<file path="config.mk">
export PLATFORM = sky130hd
export DESIGN_NAME = x86s_front
export DESIGN_NICKNAME = d
export VERILOG_FILES = /design/src/rtl/core/x86s_pkg.sv /design/src/rtl/core/x86s_front.sv
export SDC_FILE = /design/constraint.sdc
export NUM_CORES = 1
export LEC_CHECK = 0
export BUFFER_PORTS_ARGS = -buffer_cell sky130_fd_sc_hd__buf_4
export CAP_MARGIN = 20
export CORE_UTILIZATION = 47
export CTS_CLUSTER_DIAMETER = 80
export DETAILED_ROUTE_END_ITERATION = 10
export MAX_ROUTING_LAYER = met4
export PLACE_DENSITY = 0.75
export SLEW_MARGIN = 20
export SYNTH_ARGS = -nofsm -noshare
export SYNTH_HDL_FRONTEND = slang
export SYNTH_SLANG_ARGS = --single-unit
</file>
<file path="constraint.sdc">
create_clock -name clk -period 3.8 [get_ports clk]
set_input_delay 0.57 -clock clk [delete_from_list [all_inputs] [get_ports clk]]
set_output_delay 0.57 -clock clk [all_outputs]
set_load 0.01 [all_outputs]
</file>
<file path="src/rtl/core/x86s_pkg.sv">
// shared types and constants for the x86 subset execute unit
// no dependencies
`default_nettype none
package x86s_pkg;
  localparam int unsigned MEM_BYTES_DEF = 65536;
  localparam int unsigned QUEUE_DEPTH = 2;

  localparam logic [2:0] CMD_INVALID = 3'd0;
  localparam logic [2:0] CMD_MOV = 3'd1;
  localparam logic [2:0] CMD_ADD = 3'd2;
  localparam logic [2:0] CMD_SUB = 3'd3;
  localparam logic [2:0] CMD_CMP = 3'd4;
  localparam logic [2:0] CMD_JNZ = 3'd5;

  localparam logic [1:0] KIND_REG = 2'd1;
  localparam logic [1:0] KIND_MEM = 2'd2;
  localparam logic [1:0] KIND_IMM = 2'd3;

  typedef enum logic [1:0] {
    OP_NOP,
    OP_MOV,
    OP_ALU,
    OP_JNZ
  } op_class_t;

  // decoded request carried from front to back
  typedef struct packed {
    logic       valid_op;
    op_class_t  op;
    logic       is_sub;
    logic       write_back;
    logic       wide;
    logic [1:0] dst_kind;
    logic [4:0] dst_reg;
    logic [4:0] dst_index;
    logic [15:0] dst_value;
    logic [1:0] src_kind;
    logic [4:0] src_reg;
    logic [4:0] src_index;
    logic [15:0] src_value;
    logic [2:0] instr_size;
  } req_t;

  typedef enum logic [3:0] {
    ST_CLEAR,
    ST_IDLE,
    ST_ADDR,
    ST_RD_S0,
    ST_RD_S1,
    ST_RD_D0,
    ST_RD_D1,
    ST_EXEC,
    ST_WR0,
    ST_WR1,
    ST_OUT
  } ex_state_t;
endpackage
`default_nettype wire

</file>
<file path="src/rtl/core/x86s_front.sv">
// front end: accepts instructions, classifies them, and queues them
// depends on x86s_pkg
`default_nettype none
module x86s_front (
  input  wire logic             clk,
  input  wire logic             rst_n,
  input  wire logic             in_valid,
  output logic                  in_stall,
  input  wire logic [2:0]       in_cmd,
  input  wire logic             in_wide,
  input  wire logic [1:0]       in_dst_kind,
  input  wire logic [4:0]       in_dst_reg,
  input  wire logic [4:0]       in_dst_index,
  input  wire logic [15:0]      in_dst_value,
  input  wire logic [1:0]       in_src_kind,
  input  wire logic [4:0]       in_src_reg,
  input  wire logic [4:0]       in_src_index,
  input  wire logic [15:0]      in_src_value,
  input  wire logic [2:0]       in_instr_size,
  output logic                  q_valid,
  output x86s_pkg::req_t        q_req,
  input  wire logic             q_take
);
  localparam int unsigned DW = $clog2(x86s_pkg::QUEUE_DEPTH);
  x86s_pkg::req_t slot_r [x86s_pkg::QUEUE_DEPTH];
  logic [DW-1:0] wp_r, rp_r;
  logic [DW:0] cnt_r, cnt_nxt;
  x86s_pkg::req_t dec;
  logic push, pop;

  always_comb begin
    dec = '0;
    dec.valid_op = (in_cmd != x86s_pkg::CMD_INVALID);
    dec.wide = in_wide;
    dec.dst_kind = in_dst_kind;
    dec.dst_reg = in_dst_reg;
    dec.dst_index = in_dst_index;
    dec.dst_value = in_dst_value;
    dec.src_kind = in_src_kind;
    dec.src_reg = in_src_reg;
    dec.src_index = in_src_index;
    dec.src_value = in_src_value;
    dec.instr_size = in_instr_size;
    case (in_cmd)
      x86s_pkg::CMD_MOV: begin
        dec.op = x86s_pkg::OP_MOV;
        dec.write_back = 1'b1;
      end
      x86s_pkg::CMD_ADD: begin
        dec.op = x86s_pkg::OP_ALU;
        dec.write_back = 1'b1;
      end
      x86s_pkg::CMD_SUB: begin
        dec.op = x86s_pkg::OP_ALU;
        dec.is_sub = 1'b1;
        dec.write_back = 1'b1;
      end
      x86s_pkg::CMD_CMP: begin
        dec.op = x86s_pkg::OP_ALU;
        dec.is_sub = 1'b1;
      end
      x86s_pkg::CMD_JNZ: dec.op = x86s_pkg::OP_JNZ;
      default: dec.op = x86s_pkg::OP_NOP;
    endcase
    // write-back only to register or memory
    if (in_dst_kind != x86s_pkg::KIND_REG && in_dst_kind != x86s_pkg::KIND_MEM)
      dec.write_back = 1'b0;
  end

  assign in_stall = (cnt_r == (DW+1)'(x86s_pkg::QUEUE_DEPTH));
  assign push = in_valid && !in_stall;
  assign q_valid = (cnt_r != '0);
  assign pop = q_take && q_valid;
  assign q_req = slot_r[rp_r];

  always_comb begin
    cnt_nxt = cnt_r;
    if (push && !pop) cnt_nxt = cnt_r + 1'b1;
    else if (pop && !push) cnt_nxt = cnt_r - 1'b1;
  end

  always_ff @(posedge clk) begin
    if (!rst_n) begin
      wp_r <= '0;
      rp_r <= '0;
      cnt_r <= '0;
    end else begin
      cnt_r <= cnt_nxt;
      if (push) wp_r <= wp_r + 1'b1;
      if (pop) rp_r <= rp_r + 1'b1;
    end
  end

  always_ff @(posedge clk) begin
    if (push) slot_r[wp_r] <= dec;
  end

  a_cnt_bound: assert property (@(posedge clk) disable iff (!rst_n)
    cnt_r <= (DW+1)'(x86s_pkg::QUEUE_DEPTH)) else $error("queue overfill");
  a_push_cnt: assert property (@(posedge clk) disable iff (!rst_n)
    (push && !pop) |=> (cnt_r == $past(cnt_r) + 1'b1)) else $error("push lost");
  a_pop_cnt: assert property (@(posedge clk) disable iff (!rst_n)
    (pop && !push) |=> (cnt_r == $past(cnt_r) - 1'b1)) else $error("pop lost");
endmodule
`default_nettype wire

</file>
== Word-level counts from Yosys, hierarchy flattened ==
Memory sizes are Yosys's and may differ from the RTL's. A register that Yosys moved wholly into a read port is not among the register bits.
Cells that the tools add are included.
Operators by class
  add/sub/neg operators: 4
  equal/unequal tests: 8
  muxes and demuxes: 10
  reduce and logical (&&, ||, !) cells: 14
Operators by type and width (number)
  1-bit two-way mux: 7
  3-bit by 2-bit equality test with 1-bit output (second input constant): 2
  3-bit equality test (second input constant): 2
  2-bit case mux with 3 select lines: 1
  3-bit OR reduction: 2
  1-bit logical AND: 5
  2-bit two-way mux: 2
  2-bit nonzero test: 2
  3-bit by 1-bit equality test with 1-bit output (second input constant): 1
  1-bit zero test: 3
  3-bit nonzero test: 1
  1-bit adder (second input constant): 2
  2-bit by 1-bit adder with 2-bit output (second input constant): 1
  2-bit equality test (second input constant): 1
  2-bit by 1-bit != test with 1-bit output (second input constant): 1
  2-bit != test (second input constant): 1
  2-bit OR reduction: 1
  2-bit by 1-bit subtractor with 2-bit output (second input constant): 1
Storage, ports and cells
  flip-flop bits (word level): 4
  bits in writable memories: 130
  bits of input ports: 67
  logic and storage cells: 40
  memories kept: 1
Memories
  slot_r: words 2, bits a word 65, read ports 1, clocked after Yosys merged registers in 1, wr ports 1, line x86s_front.sv:25  | x86s_pkg::req_t slot_r [x86s_pkg::QUEUE_DEPTH];

== Longest topological paths before layout ==
  word-level depth: 7
  gate-level depth with buffers: 7

== Worst setup path before layout ==
No wires, ideal clock.
  path type: input to register
  start: input port in_valid
  end: memory slot_r[0][0] in the netlist's numbering (enable)
  arrival time: 3.196 ns
  required time: 3.322 ns
  slack: 0.126 ns
  cell stages on the path: 2
  path buffers: 0
  cell sequence: inv_1 -> nor3_2
On the way
  longest elaborated chain between the ends: 3
Ends and longest elaborated chain
  start, declared: line x86s_front.sv:7  | input wire logic in_valid,
  1-bit logical AND: line x86s_front.sv:71  | assign push = in_valid && !in_stall;
  1-bit two-way mux: line x86s_front.sv:95  | if (push) slot_r[wp_r] <= dec;
  1-bit two-way mux (not written as such): line x86s_front.sv:95
  end, declared: line x86s_front.sv:25
Every way passes these cells.

==> results.py <==
metrics = {
    "power": {
        "p_per_area_mw_per_mm2": 682,
        "combPwrFrac_pct": 23.2,
        "power_frac_seq_pct": 44.5,
        "p_leak_nw": 2.48,
        "switching_share_pct": 25.1,
        "peakVddDrop_mv": 0.469,
        "internal_power_w": 0.00340,
        "p_sw_w": 0.00114,
        "power_frac_clock_pct": 32.2,
    },
    "clock_network": {
        "clock-sinks": 135,
        "cts-hold-fix-buffers": 0,
        "cts_buffers": 17,
        "cts_tree": "done",
        "clkSlewWorstSetupHoldPaths_ns": 0.06,
        "cts-root-buf": "clkbuf_8",
        "clkLatencyLatePin_ns": 0.50,
        "htree_num_levels": 4,
        "clockBufferDepth": 2,
        "postCtsResizedCells": 0,
        "post_cts_buffers": 0,
    },
    "route": {
        "route.detailed.drc": 0,
        "drt-initial-drc-count": 83,
        "finalWirelength_um": 8390,
        "routedWlPerCell_um": 15.8,
        "dr.pass1.iters": 5,
        "ant_nets": 0,
        "vias": 2622,
        "via_per_inst": 4.93,
    },
    "grt": {
        "grt_pass1_wl_um": 12800,
        "grt_pass1_vias": 2677,
        "grt_max_degree": 66,
        "antenna_found_initial": 0,
        "gr-total-overflow": 0,
        "grt_usage_pct": 16.1,
    },
    "sta": {
        "max_slew_margin_pct": 38.3,
        "tns_ns": 0,
        "grt_setup_unrepaired": "false",
        "fmax_ghz": 0.379,
        "min_period_ns": 2.64,
        "setup_slack_ns": 1.16,
        "skew_ns": 0.00936,
        "final-hold-violation-count": 0,
        "finalCritPeriodShare_pct": 69.4,
        "setup_viol_count_final": 0,
        "finalMaxSlewViolations": 0,
        "tightest_slew_ns": 0.926,
    },
    "critical_path": {
        "crit_path_end_kind": "primary output",
        "critPathMaxFanout": 65,
        "crit_chain": "mux2_2 -> buf_4",
        "cp.required_ns": 3.23,
        "crit_family": "flip-flops",
        "worstSetupPathType": "reg2out",
        "startpoint_type": "flip-flop",
        "critPathBufInv": 1,
        "cp_slowest_cell": "dfxtp_4",
        "cp_data_arrival_time_ns": 2.07,
        "critPathMaxStageDelay_ns": 0.89,
    },
    "floorplan": {
        "dieArea_mm2": 0.0110,
        "rows": 37,
        "start_util_pct": 48.4,
        "coreArea_mm2": 0.0103,
        "die_y_um": 105,
        "io_pins": 134,
        "dieWidth_um": 105,
    },
    "job": {
        "cap_violations": 0,
    },
    "finish": {
        "area_growth_pct": 33.4,
        "nets": 451,
        "post_route_cells_drive_above_1_share_pct": 58.1,
        "antenna-diode-count": 0,
        "fillers": 734,
    },
    "synth": {
        "synthCells": 236,
        "mappedNetlistNets": 304,
        "yosys_warnings": 0,
        "seq_area_frac_synth_pct": 80.2,
        "syn_avg_cell_area_um2": 21.2,
        "synth_seq_cells": 135,
        "ys_types": 26,
        "netlist_area_mm2": 0.00499,
        "netlist_top_cells_area": "edfxtp_1 78%, mux2_2 15%, dfxtp_1 2.0%, buf_6 1.1%, xnor2_1 0.53%",
        "synth_largest_area_cell": "edfxtp_1",
        "post-synth-top-area-fraction_pct": 78.2,
    },
    "placement": {
        "port_buffers": 133,
        "dp_slack_ns": 1.69,
        "gp_congestion": 0.695,
        "dp_hpwl_um": 5210,
    },
    "min_path": {
        "hold_class": "in2reg",
    },
    "outcome": {
        "outcome": "finished clean",
    },
}
cell usage in the layout (no fill, tap or decap), drive strengths merged:
master / instances
buf: 135
edfxtp: 130
mux2: 65
clkbuf: 21
clkinv: 8
dfxtp: 5
xnor2: 3
and2: 3
o21ai: 3
nor2: 2
xor2: 2
nand2: 2
or3: 2
bufinv: 2
inv: 2
nor3: 2
a21boi: 2
nand2b: 1
nor2b: 1
or2: 1
and3: 1
o21a: 1
ha: 1
clkinvlp: 1
metal layers:
layer  wire (um)  track usage, %
met2        4310            26.3
met5           0               -
met4          65            5.73
met1        3550            18.7
met3         461            5.12
sequential cells by signal (all words and copies together) (netlist names), named ones only:
register and count:
cnt_r 2, wp_r 1, rp_r 1, slot_r 130
metrics by stage:
step,instance area [um^2],util [%],std cells,power [W],hold slack [ns]
after floorplan,4990,-,236,0.00263,0.479
after global placement,6120,59.3,500,0.00310,0.499
after detailed placement,6120,59.3,500,0.00312,0.519
after CTS,6660,64.5,532,0.00460,0.227
after global routing,6660,64.5,532,0.00473,0.219
final,6660,64.5,532,0.00454,0.251
kinds of logic after synthesis:
family | Yosys count | share of synthesized area [%]
DFF | 135 | 80.2
muxes | 65 | 14.7
and+or+nand+nor | 15 | 1.73
buffers and inverters | 9 | 1.53
AOI/OAI and AO/OA | 6 | 0.752
xor gates and xnor gates | 5 | 0.877
adders and majority gates | 1 | 0.251
final timing paths:
path	cells past startpoint	end	start	slack, ns
min	1	slot_r[1][5]	in_src_value[2]	0.25
max	2	q_req[63]	flip-flop	1.16
min reg2reg	2	cnt_r[1]	cnt_r[1]	0.56
max reg2reg	2	slot_r[1][61]	cnt_r[0]	1.97
cell usage after synthesis:
cell type,number
buf_6,5
and2_1,3
o21a_1,1
nand2_1,2
inv_2,1
a21boi_1,1
nor3_2,1
nand2b_1,1
nor2_1,2
xor2_1,2
inv_1,1
o21ai_1,1
or3_1,2
ha_1,1
or2_2,1
edfxtp_1,130
o21ai_0,2
nor2b_1,1
xnor2_1,3
buf_2,1
mux2_2,65
and3_1,1
a21boi_0,1
buf_4,1
nor3_1,1
dfxtp_1,5
area by class of cell:
| type | instances | area (um^2) | area share [%] |
|---|---|---|---|
| Multi-Input combinational cell | 92 | 923 | 13.9 |
| Clock inverter | 11 | 108 | 1.62 |
| Sequential cell | 135 | 4010 | 60.2 |
| Tap cell | 136 | 170 | 2.56 |
| Inverter | 2 | 7.51 | 0.113 |
| Clock buffer | 21 | 429 | 6.44 |
| Timing Repair Buffer | 135 | 1010 | 15.2 |
power groups by stage:
stage	sequential, W	clock, W	combinational, W
floorplan	0.00195	0	0.000682
global placement	0.00205	0	0.00106
detailed placement	0.00206	0	0.00107
CTS	0.00203	0.00150	0.00107
global route	0.00205	0.00155	0.00113
finish	0.00202	0.00146	0.00106
worst reg2reg max path, delay by kind of cell (launching register included):
| kind | cells | cell delay (ns) |
|---|---|---|
| and+or+nand+nor | 2 | 0.96 |
| DFF | 1 | 0.40 |
No activity file was read; power rests on OpenSTA's default activity.
